## config.mk

```make
export PLATFORM = sky130hd
export DESIGN_NAME = crc8_packet_framer_unit
export DESIGN_NICKNAME = d
export VERILOG_FILES = /design/src/crc8pf_pkg.sv /design/src/crc8_packet_framer_unit.sv /design/src/crc8pf_outq.sv
export SDC_FILE = /design/constraint.sdc
export NUM_CORES = 1
export LEC_CHECK = 0
export BUFFER_PORTS_ARGS = -buffer_cell sky130_fd_sc_hd__buf_4
export CAP_MARGIN = 0
export CELL_PAD_IN_SITES_DETAIL_PLACEMENT = 1
export CELL_PAD_IN_SITES_GLOBAL_PLACEMENT = 2
export CORE_ASPECT_RATIO = 0.6
export CORE_MARGIN = 2
export CORE_UTILIZATION = 37
export CTS_BUF_LIST = sky130_fd_sc_hd__clkbuf_8 sky130_fd_sc_hd__clkbuf_16
export DETAILED_ROUTE_END_ITERATION = 10
export MAX_ROUTING_LAYER = met4
export PLACE_DENSITY = 0.84
export SLEW_MARGIN = 5
export SYNTH_ARGS = -nofsm -noshare
export SYNTH_HDL_FRONTEND = slang
export SYNTH_SLANG_ARGS = --single-unit
```

## constraint.sdc

```tcl
create_clock -name clk -period 5.04 [get_ports clk]
set_input_delay 0.756 -clock clk [delete_from_list [all_inputs] [get_ports clk]]
set_output_delay 0.756 -clock clk [all_outputs]
set_load 0.03 [all_outputs]
```

## src/crc8pf_pkg.sv

```systemverilog
// ----------------------------------------------------------------------------
// crc8pf_pkg
// Types, constants and the CRC-8 byte update for the packet framer.
// ----------------------------------------------------------------------------
package crc8pf_pkg;

  localparam logic [7:0] CRC_POLY       = 8'h8C;  // reflected Maxim polynomial
  localparam logic [7:0] CRC_INIT       = 8'h00;
  localparam logic [7:0] START_CODE_RST = 8'd10;

  // function codes of an input word
  localparam logic FUNC_HEADER  = 1'b0;
  localparam logic FUNC_PAYLOAD = 1'b1;

  // register map
  localparam int         ADDR_W         = 3;
  localparam logic       REG_START_CODE = 1'b0;  // word index, paddr[2]

  // up to four output words produced by one input word
  typedef struct packed {
    logic [3:0][7:0] bytes;
    logic [1:0]      last_idx;
    logic            frame_end;
    logic            err;
  } bundle_t;

  function automatic logic [7:0] crc8_byte(input logic [7:0] crc, input logic [7:0] b);
    logic [7:0] c;
    logic [7:0] v;
    c = crc;
    v = b;
    for (int i = 0; i < 8; i++) begin
      if (c[0] ^ v[0]) begin
        c = (c >> 1) ^ CRC_POLY;
      end else begin
        c = c >> 1;
      end
      v = v >> 1;
    end
    return c;
  endfunction

endpackage

```

## src/crc8_packet_framer_unit.sv

```systemverilog
// Packet framer: start code, type, length, payload, CRC-8 (Maxim, reflected).
// The input word is first taken into the input register, then passed to the
// output register once that is free; the first output word comes from there.
// Throughput: one input word per cycle while each gives a single output word
// and out_stall is low; a header gives 3 or 4 words, a closing payload byte 2.
// Reset (rst_n low, synchronous): no packet open, CRC 0, start code 10.
module crc8_packet_framer_unit (
  input  logic                            clk,
  input  logic                            rst_n,
  // configuration
  input  logic                            psel,
  input  logic                            penable,
  input  logic                            pwrite,
  input  logic [crc8pf_pkg::ADDR_W-1:0]   paddr,
  input  logic [31:0]                     pwdata,
  output logic [31:0]                     prdata,
  output logic                            pready,
  // input channel
  input  logic                            in_valid,
  output logic                            in_stall,
  input  logic                            in_func,
  input  logic [7:0]                      in_pkt_type,
  input  logic [7:0]                      in_pkt_length,
  input  logic [7:0]                      in_data_byte,
  // output channel
  output logic                            out_valid,
  input  logic                            out_stall,
  output logic [7:0]                      out_tx_byte,
  output logic                            out_frame_end,
  output logic                            out_run_last,
  output logic                            out_framing_error
);
  import crc8pf_pkg::*;

  // configuration
  logic [7:0] start_code_r;
  logic       cfg_wr;

  assign pready = 1'b1;
  assign cfg_wr = psel && penable && pwrite;
  assign prdata = (paddr[2] == REG_START_CODE) ? {24'd0, start_code_r} : 32'd0;

  always_ff @(posedge clk) begin
    if (!rst_n) begin
      start_code_r <= START_CODE_RST;
    end else if (cfg_wr && paddr[2] == REG_START_CODE) begin
      start_code_r <= pwdata[7:0];
    end
  end

  // input register
  logic       in_vld_r;
  logic       func_r;
  logic [7:0] type_r;
  logic [7:0] len_r;
  logic [7:0] data_r;
  logic [7:0] crc_type_r;   // CRC over the type byte, taken early
  logic       accept;
  logic       advance;
  logic       q_free;

  assign advance  = in_vld_r && q_free;
  assign in_stall = in_vld_r && !q_free;
  assign accept   = in_valid && !in_stall;

  always_ff @(posedge clk) begin
    if (!rst_n) begin
      in_vld_r <= 1'b0;
    end else if (accept) begin
      in_vld_r <= 1'b1;
    end else if (advance) begin
      in_vld_r <= 1'b0;
    end
  end

  always_ff @(posedge clk) begin
    if (accept) begin
      func_r     <= in_func;
      type_r     <= in_pkt_type;
      len_r      <= in_pkt_length;
      data_r     <= in_data_byte;
      crc_type_r <= crc8_byte(CRC_INIT, in_pkt_type);
    end
  end

  // framing state
  logic       open_r, open_nxt;
  logic [7:0] rem_r, rem_nxt;
  logic [7:0] crc_r, crc_nxt;
  logic [7:0] rem_dec;
  logic [7:0] crc_hdr;
  logic [7:0] crc_pay;
  bundle_t    bnd;

  assign crc_hdr = crc8_byte(crc_type_r, len_r);
  assign crc_pay = crc8_byte(crc_r, data_r);
  assign rem_dec = rem_r - 8'd1;

  always_comb begin
    open_nxt       = open_r;
    rem_nxt        = rem_r;
    crc_nxt        = crc_r;
    bnd.bytes      = '0;
    bnd.last_idx   = 2'd0;
    bnd.frame_end  = 1'b0;
    bnd.err        = 1'b0;
    if (func_r == FUNC_HEADER) begin
      // a header always restarts, dropping any open packet
      crc_nxt      = crc_hdr;
      bnd.bytes    = {crc_hdr, len_r, type_r, start_code_r};
      if (len_r == 8'd0) begin
        bnd.last_idx  = 2'd3;
        bnd.frame_end = 1'b1;
        open_nxt      = 1'b0;
        rem_nxt       = 8'd0;
      end else begin
        bnd.last_idx  = 2'd2;
        open_nxt      = 1'b1;
        rem_nxt       = len_r;
      end
    end else if (!open_r) begin
      bnd.err = 1'b1;
    end else begin
      crc_nxt      = crc_pay;
      rem_nxt      = rem_dec;
      bnd.bytes[0] = data_r;
      bnd.bytes[1] = crc_pay;
      if (rem_dec == 8'd0) begin
        bnd.last_idx  = 2'd1;
        bnd.frame_end = 1'b1;
        open_nxt      = 1'b0;
      end
    end
  end

  always_ff @(posedge clk) begin
    if (!rst_n) begin
      open_r <= 1'b0;
      rem_r  <= 8'd0;
      crc_r  <= CRC_INIT;
    end else if (advance) begin
      open_r <= open_nxt;
      rem_r  <= rem_nxt;
      crc_r  <= crc_nxt;
    end
  end

  crc8pf_outq u_outq (
    .clk               (clk),
    .rst_n             (rst_n),
    .load              (advance),
    .bundle            (bnd),
    .free              (q_free),
    .out_valid         (out_valid),
    .out_stall         (out_stall),
    .out_tx_byte       (out_tx_byte),
    .out_frame_end     (out_frame_end),
    .out_run_last      (out_run_last),
    .out_framing_error (out_framing_error)
  );

endmodule

```

## src/crc8pf_outq.sv

```systemverilog
// ----------------------------------------------------------------------------
// crc8pf_outq
// Holds the words of one input item and hands them out one per handshake.
// ----------------------------------------------------------------------------
module crc8pf_outq (
  input  logic                 clk,
  input  logic                 rst_n,
  input  logic                 load,
  input  crc8pf_pkg::bundle_t  bundle,
  output logic                 free,
  output logic                 out_valid,
  input  logic                 out_stall,
  output logic [7:0]           out_tx_byte,
  output logic                 out_frame_end,
  output logic                 out_run_last,
  output logic                 out_framing_error
);
  import crc8pf_pkg::*;

  bundle_t    bnd_r;
  logic       vld_r;
  logic [1:0] idx_r;
  logic       last;

  assign last  = (idx_r == bnd_r.last_idx);
  // free when empty or the final word leaves this cycle
  assign free  = !vld_r || (!out_stall && last);

  assign out_valid         = vld_r;
  assign out_tx_byte       = bnd_r.bytes[idx_r];
  assign out_run_last      = last;
  assign out_frame_end     = bnd_r.frame_end && last;
  assign out_framing_error = bnd_r.err;

  always_ff @(posedge clk) begin
    if (!rst_n) begin
      vld_r <= 1'b0;
      idx_r <= 2'd0;
    end else if (free) begin
      vld_r <= load;
      idx_r <= 2'd0;
    end else if (!out_stall) begin
      idx_r <= idx_r + 2'd1;
    end
  end

  always_ff @(posedge clk) begin
    if (free && load) begin
      bnd_r <= bundle;
    end
  end

endmodule

```

==> Yosys cells after proc, flatten, opt, wreduce, memory -nomap -nowiden <==
Cells that the tools add are included.
{ "classes": {"n_bitwise": 48, "order_cmp": 1, "n_mul": 0, "shifts": 0, "div_mod_pow": 0, "eq_ne": 2, "add_sub_neg": 2, "mux": 51, "reduce_logical": 19} }
{ "op_table": {"columns": ["op", "n"], "rows": [
  ["8-bit two-way mux", 37],
  ["2-bit NOT with 3-bit output", 23],
  ["19-bit two-way mux", 2],
  ["1-bit bitwise XOR", 23],
  ["8-bit binary-select mux with 2-bit select", 1],
  ["8-bit logical NOT", 2],
  ["1-bit logical AND", 9],
  ["1-bit two-way mux", 9],
  ["8-bit by 1-bit subtractor with 8-bit output, second input constant", 1],
  ["1-bit logical NOT", 4],
  ["4-bit two-way mux", 1],
  ["2-bit by 3-bit < comparator with 1-bit output, second input constant", 1],
  ["2-bit by 1-bit adder with 2-bit output, second input constant", 1],
  ["2-bit equality test", 1],
  ["2-bit two-way mux", 1],
  ["2-bit by 1-bit != test with 1-bit output, second input constant", 1],
  ["1-bit NOT", 2],
  ["2-bit AND reduction", 1],
  ["2-bit nonzero test", 1],
  ["2-bit OR reduction", 1],
  ["1-bit logical OR", 1]
]} }
{ "totals": {"in_bits": 67, "regBits": 98, "mem_count": 0, "elab_cells": 143, "romBits": 0, "ram_bits": 0, "latchBits": 0, "out_inout_bits": 46} }

==> Depth between registers and ports, before layout <==
Gate-level depths: netlist of run 1.
{ "logic_depth": {"word_depth": 28, "depth_mapped": 7, "depth_no_buf": 7} }

==> By module <==
A second synthesis of run 1 with hierarchy kept.
{ "hier_totals": {"cells_unflattened": 402, "area_unflattened_um2": 4790.8} }
{ "modules_own_cells": {"columns": ["mod", "seq_area_each_um2", "area_each_um2", "n_inst", "cells_each"], "rows": [
  ["crc8_packet_framer_unit", 1511.4, 3325.7, 1, 340],
  ["crc8pf_outq", 1141.1, 1465.2, 1, 62]
]} }

==> Least setup slack after synthesis of run 1 <==
No wires, ideal clock.
{ "synth_path": {"path_kind": "input -> register", "from": "input port out_stall", "to": "register crc_type_r[0] (enable)", "cell_stages": 3, "slack_ns": 1.693, "required_time_ns": 4.613, "arrival_ns": 2.920, "path_cell_list": "o31a_1 and2_1 nor2b_1"} }
{ "synth_between": {"elab_chain_cells": 7} }
{ "synth_lines": {"columns": ["element", "line_no", "text"], "rows": [
  ["start, declared", "crc8_packet_framer_unit.sv:27", "input logic out_stall,"],
  ["1-bit logical NOT", "crc8pf_outq.sv:27", "assign free = !vld_r || (!out_stall && last);"],
  ["1-bit logical AND", "crc8pf_outq.sv:27", null],
  ["1-bit logical OR", "crc8pf_outq.sv:27", null],
  ["1-bit logical NOT", "crc8_packet_framer_unit.sv:63", "assign in_stall = in_vld_r && !q_free;"],
  ["1-bit logical AND", "crc8_packet_framer_unit.sv:63", null],
  ["net in_stall", "crc8_packet_framer_unit.sv:20", "output logic in_stall,"],
  ["1-bit logical NOT", "crc8_packet_framer_unit.sv:64", "assign accept = in_valid && !in_stall;"],
  ["1-bit logical AND", "crc8_packet_framer_unit.sv:64", null],
  ["net accept", "crc8_packet_framer_unit.sv:58", "logic accept;"],
  ["end signal, assigned", "crc8_packet_framer_unit.sv:82", "crc_type_r <= crc8_byte(CRC_INIT, in_pkt_type);"],
  ["end, declared", "crc8_packet_framer_unit.sv:57", "logic [7:0] crc_type_r;"]
]} }
The timed path passes the listed nets, and every way through them passes these cells.
A chain may end at the register's enable or synchronous reset.

==> Worst setup path in the final report of run 1 <==
{ "layout_path": {"from": "register u_outq.idx_r[0]", "to": "output port in_stall"} }
{ "layout_between": {"elab_chain_cells": 5} }
{ "layout_lines": {"columns": ["element", "line_no", "text"], "rows": [
  ["start, declared", "crc8pf_outq.sv:22", "logic [1:0] idx_r;"],
  ["start signal, assigned", "crc8pf_outq.sv:43", "idx_r <= idx_r + 2'd1;"],
  ["2-bit equality test", "crc8pf_outq.sv:25", "assign last = (idx_r == bnd_r.last_idx);"],
  ["1-bit logical AND", "crc8pf_outq.sv:27", null],
  ["1-bit logical OR", "crc8pf_outq.sv:27", null],
  ["1-bit logical NOT", "crc8_packet_framer_unit.sv:63", null],
  ["1-bit logical AND", "crc8_packet_framer_unit.sv:63", null],
  ["end, declared", "crc8_packet_framer_unit.sv:20", null]
]} }
Every way passes these cells.

==> qor.txt, run 1 <==
Starting Density: 38.6%
RSZ-0062 raised after global routing: no
GRT overflow: 0
Slew margin rel.: 31.6%
Register area: 2620 um^2
Multi-input logic area: 1870 um^2
Synthesis-stage register bit count: 97
Post-CTS Hold Fix Bufs: 0
Post-synth cell types: 51
Filler cells: 1355
Slowest stage delay, CP: 800 ps
Placed wire-length estimate: 8990 um
Root buffer cell: clkbuf_16
Average wire per standard cell: 19.3 um
Global Route Usage Sum: 19.1%
CP startpoint kind: register
Die Y: 91.5 um
First-pass GRT wire length: 18700 um
Mapped cell area: 4730 um^2
DRT Pass-1 Iters: 4
Slew @ Worst Pin: 1020 ps
P&R area growth vs syn: 17.7%
Crit Path Category: reg -> out
Asr flop ratio synth: 0%
Avg Inst Size Synth: 11.7 um^2
Final setup vio count: 0
Post-synth EDFFs: 68
Crit path max-delay cell type: dfxtp_1
CTS tree: built
CP bufs+invs: 1
Data arrival, critical path: 2160 ps
CP required: 4280 ps
Die area: 13700 um^2
Sum Neg Setup Slack: 0 ps
Core box area: 12300 um^2
Drt drc: 0
CTS Buffer Depth: 2
Max Clock Freq: 343 MHz
Clk_lat worst skew: 360 ps
Synth Instances: 403
Outcome: finished, final reports clean
Htree depth: 3
Worst Clk Skew: 8.44 ps
Crit-path cells: xor2_1 -> o31a_1 -> and2_1 -> buf_4
Initial antenna violation count: 1
CTS Buf Count: 9
P_leak: 2.06 nW
Vias/cell: 5.10
Vias in the first global route: 3242
Yosys Warn Count: 0
Final hold viol count: 0
Routed Antenna Nets: 0
Postcts setup bufs: 0
Critical path's top delay family: flip-flops
Tcrit/Tclk final: 57.8%
GP Congestion: 0.843
Worst Setup End Kind: output port
Register area share after synthesis: 55.5%
IO Port Bufs: 61
Nets@finish: 528
Die W: 150 um
Largest net degree at the start of global routing: 52
Fraction of layout instances using a drive strength above 1: 20.5%
Power per cell area: 388 nW/um^2
CTS Sinks: 97
Setup slack at placement: 2160 ps
Min cycle time layout: 2910 ps
Clk slew on worst S/H paths: 70 ps
Max-cap violations: 0
Initial DRC count: 268
Setup WS post-layout: 2130 ps
Max Slew Vio Count: 0
Peak VDD IR: 0.191 mV
# rows: 31
Min-Delay Path Class: reg -> reg
Most frequent cells in the layout: edfxtp_1, buf_4, xnor2_1
Post-CTS sizing: 0
Worst Path Max Fanout: 12
Total wire length: 12200 um
Top_reg_cell synth: edfxtp_1
Via Count: 3215
Leading cell type in the layout, fill and taps excluded: edfxtp_1
Ports: 113
final timing paths:
path	to	slack, ps	startpoint	cells after the start
worst max register to register	rem_r[0]	2160	func_r	6
worst min register to register	start_code_r[6]	460	start_code_r[6]	2
worst max-delay path	in_stall	2130	u_outq.idx_r[0]	4
worst min-delay path	start_code_r[6]	460	start_code_r[6]	2
tightest hold or removal path: stages (launching register included):
cell and delay [ps]:
dfxtp_1 310, nand2_1 50, a21oi_1 50
metal layers:
metal  up-vias  global-route usage [%]  wire length, um
met3        16                    4.57              835
met2       116                    26.1             5120
met5         -                       -                0
met4         0                    6.29              189
li1       1493                       -                -
met1      1590                    27.8             6020
through the flow:
stage / hold WS (ps) / util [%] / total power, mW / cells / instance area, um^2
finish: 460 / 45.4 / 2.16 / 630 / 5560
global route: 494 / 45.4 / 2.24 / 629 / 5560
CTS: 463 / 45.4 / 2.17 / 629 / 5560
detailed placement: 455 / 42.7 / 1.42 / 613 / 5240
global placement: 444 / 42.7 / 1.41 / 613 / 5240
floorplan: 436 / - / 1.30 / 426 / 4810
power by group:
group          internal [mW]  switching, mW  leakage (nW)
Clock                  0.435          0.310         0.153
Combinational          0.187          0.260          1.01
Sequential             0.926         0.0391         0.891
layout make-up:
class                           instances  share of cell area [%]
Antenna cell                            1                  0.0450
Clock inverter                          7                    1.73
Multi-Input combinational cell        271                    33.7
Clock buffer                            9                    4.05
Sequential cell                        97                    47.2
Inverter                               17                    1.15
Tap cell                              165                    3.71
Timing Repair Buffer                   63                    8.50
state kept, by name, summed over array words and instances, names as in the netlist:
| name | cells |
|---|---|
| u_outq.bnd_r | 34 |
| crc_r | 8 |
| crc_type_r | 8 |
| data_r | 8 |
| len_r | 8 |
| rem_r | 8 |
| start_code_r | 8 |
| type_r | 8 |
| u_outq.idx_r | 2 |
| func_r | 1 |
| in_vld_r | 1 |
| open_r | 1 |
| u_outq.out_framing_error | 1 |
| u_outq.out_valid | 1 |
cells by family (layout without fill, tap and decap cells):
family          after synthesis  in the layout  share of synthesized area (%)
simple gates                113            113                           11.7
flops                        97             97                           55.5
buf+inv                      58             96                           6.88
mux                           8              8                           3.81
compound gates               67             67                           9.27
other cells                   2             26                          0.159
fa+ha+maj                     2              2                          0.529
xor+xnor                     56             56                           12.2
cell usage after synthesis (3+ instances only):
library cell  instances  share of area (%)
o21ai_0              23                2.4
clkbuf_1              9               0.71
o211ai_1              3               0.48
xor2_1               11                2.0
nand2b_1              3               0.40
mux4_2                8                3.8
nor2_1               31                2.5
o31a_1                3               0.56
nand3_1              16                1.7
a21oi_1              16                1.7
a31oi_1               3               0.40
buf_1                 3               0.24
dfxtp_1              29                 12
nand2_1              31                2.5
inv_1                16                1.3
edfxtp_1             68                 43
xnor2_1              39                7.2
o2bb2ai_1             7                1.3
nor2b_1              12                1.6
xnor3_1               4                1.9
o221ai_1              3               0.56
buf_4                26                4.1
Note: power is estimated with default switching activity, not from simulation.
==> run 2, diff against run 1 <==
Settings changed: ABC_AREA set to 1, CORE_UTILIZATION 37 to 29, PLACE_DENSITY 0.84 to 0.76.
Clock period 5.04 ns to 2.4 ns, I/O delays scaled along.
==> run 2 against run 1 <==
  * Final cell count up 40%
  * Clock skew about the same
  * Worst setup slack worse by 1800 ps
  * Combinational power up 110%
  * Register-to-register slack worse by 1800 ps
  * Die area up 35%
  * Total power up 97%
  * Final area up 6.5%
  * First-iteration DRC count down 12%
==> qor.txt, run 2 <==
Sum Neg Setup Slack: 0 ps (unchanged)
FF-to-FF Start: data_r[1]
GRT overflow: 0 (unchanged)
Fin area: 5920 um^2 (+6.5%)
Max reg flops: 34 (unchanged)
IO Port Bufs: 61 (unchanged)
Asr flop ratio synth: 0% (unchanged)
Crit Path Category: reg -> out
Via Count: 3997 (+24%)
Setup crit start: u_outq.idx_r[0]
Worst Path Max Fanout: 17 (+5)
Nets@finish: 715 (+35%)
WHS: 186 ps (-274 ps)
CP required: 2040 ps (-2240 ps)
Comb pwr share: 21.7% (+1.0 points)
FF-to-FF setup slack: 340 ps (-1820 ps)
Routed Antenna Nets: 0 (unchanged)
Leading cell type in the layout, fill and taps excluded: nand2_1
Post-synth EDFFs: 68 (unchanged)
Hold path start: in_data_byte[1]
Final hold viol count: 0 (unchanged)
Die W: 174 um (+16%)
Total wire length: 14500 um (+19%)
Setup WS post-layout: 318 ps (-1810 ps)
Synth Instances: 587 (+46%)
Clock power share: 30.9% (-3.6 points)
Postcts setup bufs: 0 (unchanged)
Max Slew Vio Count: 0 (unchanged)
CTS Buf Count: 9 (unchanged)
Crit path max-delay cell type: inv_1
Clk_lat worst skew: 340 ps (-20 ps)
Area leader, netlist: edfxtp_1
GP Congestion: 0.799 (-5.2%)
Starting Density: 29.5% (-9.0 points)
Critical path's top delay family: buffers and inverters
Power share of the sequential group: 47.3% (+2.5 points)
Largest register by flop count: u_outq.bnd_r
P_leak: 2.62 nW (+28%)
Power per cell area: 716 nW/um^2 (+85%)
Initial DRC count: 237 (-12%)
Min cycle time layout: 2080 ps
Hold path cells: 1 (-1)
Yosys Warn Count: 0 (unchanged)
Worst Setup EP: out_tx_byte[3]
Top-count cell post-synth: nand2_1
CP bufs+invs: 2 (+1)
Final setup vio count: 0 (unchanged)
Max-cap violations: 0 (unchanged)
Max Clock Freq: 480 MHz
Root buffer cell: clkbuf_16
Tcrit/Tclk final: 86.7%
Yosys top cell area share: 40.5% (-2.7 points)
Post-synth cell types: 34 (-33%)
Crit-path cells: inv_1 -> o21ai_0 -> o22ai_1 -> buf_4
Synth top area cells: edfxtp_1, dfxtp_1, nand2_1
Die Y: 106 um (+16%)
CTS Sinks: 97 (unchanged)
Most frequent cells in the layout: nand2_1, inv_1, edfxtp_1
Slew @ Worst Pin: 528 ps (-496 ps)
Mapped cell area: 5050 um^2 (+6.8%)
Drt drc: 0 (unchanged)
Slew margin rel.: 64.8% (+33 points)
Setup slack at placement: 387 ps (-1780 ps)
Clk slew on worst S/H paths: 70 ps (about the same)
Largest net degree at the start of global routing: 40 (-23%)
Post-CTS sizing: 0 (unchanged)
Reg-to-reg endpoint: u_outq.bnd_r[15]
First-pass GRT wire length: 22800 um (+22%)
Pint: 2.92 mW (+89%)
CP startpoint kind: register
CTS Buffer Depth: 2 (unchanged)
Die area: 18500 um^2 (+35%)
Switch share: 31.2% (+3.0 points)
Synthesis-stage register bit count: 97 (unchanged)
Ports: 113 (unchanged)
DRT Pass-1 Iters: 4 (unchanged)
Initial antenna violation count: 0 (-1)
Average wire per standard cell: 16.4 um (-15%)
Vias/cell: 4.52 (-11%)
Worst Clk Skew: 8.32 ps (-0.118 ps)
Min-Delay Path Class: in -> reg
DP Area: 5670 um^2 (+8.2%)
Placed wire-length estimate: 11200 um (+25%)
Total power: 4.24 mW (+97%)
Outcome: finished, final reports clean
Global Route Usage Sum: 16.8% (-2.4 points)
Cells on worst reg2reg path: 9 (+3)
Top_reg_cell synth: edfxtp_1
Worst Setup End Kind: output port
P&R area growth vs syn: 17.4%
Switching power total: 1.32 mW (+120%)
Htree depth: 3 (unchanged)
Register area share after synthesis: 52.0% (-3.5 points)
CTS tree: built
Instance count on the critical path: 4 (unchanged)
# rows: 37 (+19%)
Core box area: 17100 um^2 (+39%)
RSZ-0062 raised after global routing: no
Data arrival, critical path: 1720 ps (-440 ps)
Peak VDD IR: 0.340 mV (+78%)
Slowest stage delay, CP: 410 ps (-390 ps)
Post-CTS Hold Fix Bufs: 0 (unchanged)
Antenna cells: 0 (-1)
Avg Inst Size Synth: 8.60 um^2 (-27%)
Vias in the first global route: 4127 (+27%)
Leading cell types by count after synthesis: nand2_1, inv_1, edfxtp_1
Fraction of layout instances using a drive strength above 1: 14.0% (-6.5 points)
## run 2: cell types whose count changed after synthesis, sizes merged, moves of 8 or more
| cell | change |
|---|---|
| o22ai | +11 |
| xnor2 | -22 |
| nor2b | -12 |
| mux4 | -8 |
| inv | +59 |
| nand3 | +15 |
| o21ai | +33 |
| nor2 | +28 |
| nand2 | +100 |
| a21oi | +10 |
## run 2: cells by family after synthesis
family / synth area share [%]
DFF: 52.0
other: 0.149
adders and majority gates: 0.496
buffers and inverters: 11.2
xor gates and xnor gates: 6.07
AOI/OAI and AO/OA: 10.6
and+or+nand+nor: 19.5
## run 2: worst register-to-register path: cells and delay by family, from the launching register on
family	cells	cell delay [ps]
flops	1	520
simple gates	6	580
compound gates	1	410
buf+inv	1	70
xor+xnor	1	240
## run 2: layout make-up
cell class | count | area [um^2]
Timing Repair Buffer | 68 | 523
Clock buffer | 9 | 225
Sequential cell | 97 | 2620
Tap cell | 234 | 293
Inverter | 75 | 285
Clock inverter | 7 | 32.5
Fill cell | 2008 | 11200
Multi-Input combinational cell | 395 | 1940
## run 2: power by group through the flow
stage | clock [mW] | combinational, mW | sequential, mW
3_3_place_gp | 0 | 0.890 | 2.04
3_5_place_dp | 0 | 0.924 | 2.05
6_report | 1.31 | 0.922 | 2.01
5_1_grt | 1.42 | 1.04 | 2.02
4_1_cts | 1.36 | 0.930 | 2.01
2_1_floorplan | 0 | 0.663 | 2.02
## run 2: through the flow
| stage | cells | utilization (%) |
|---|---|---|
| final | 885 | 34.7 |
| after floorplan | 610 | - |
| after global placement | 869 | 33.2 |
| after detailed placement | 869 | 33.2 |
| after CTS | 885 | 34.7 |
| after global routing | 885 | 34.7 |
## run 2: how the worst min path moves through the flow
stage	to	slack [ps]
6_report	data_r[1]	190
5_1_grt	len_r[0]	170
4_1_cts	len_r[4]	170
3_5_place_dp	start_code_r[6]	470
3_3_place_gp	crc_r[4]	470
2_1_floorplan	crc_r[4]	440
## run 2: layer usage
metal,up-vias,global-route usage [%],share of wire (%)
li1,1980,-,-
met1,1939,23.5,51
met2,73,24.9,43
met3,5,3.68,4.6
met4,0,3.48,0.57
met5,-,-,0
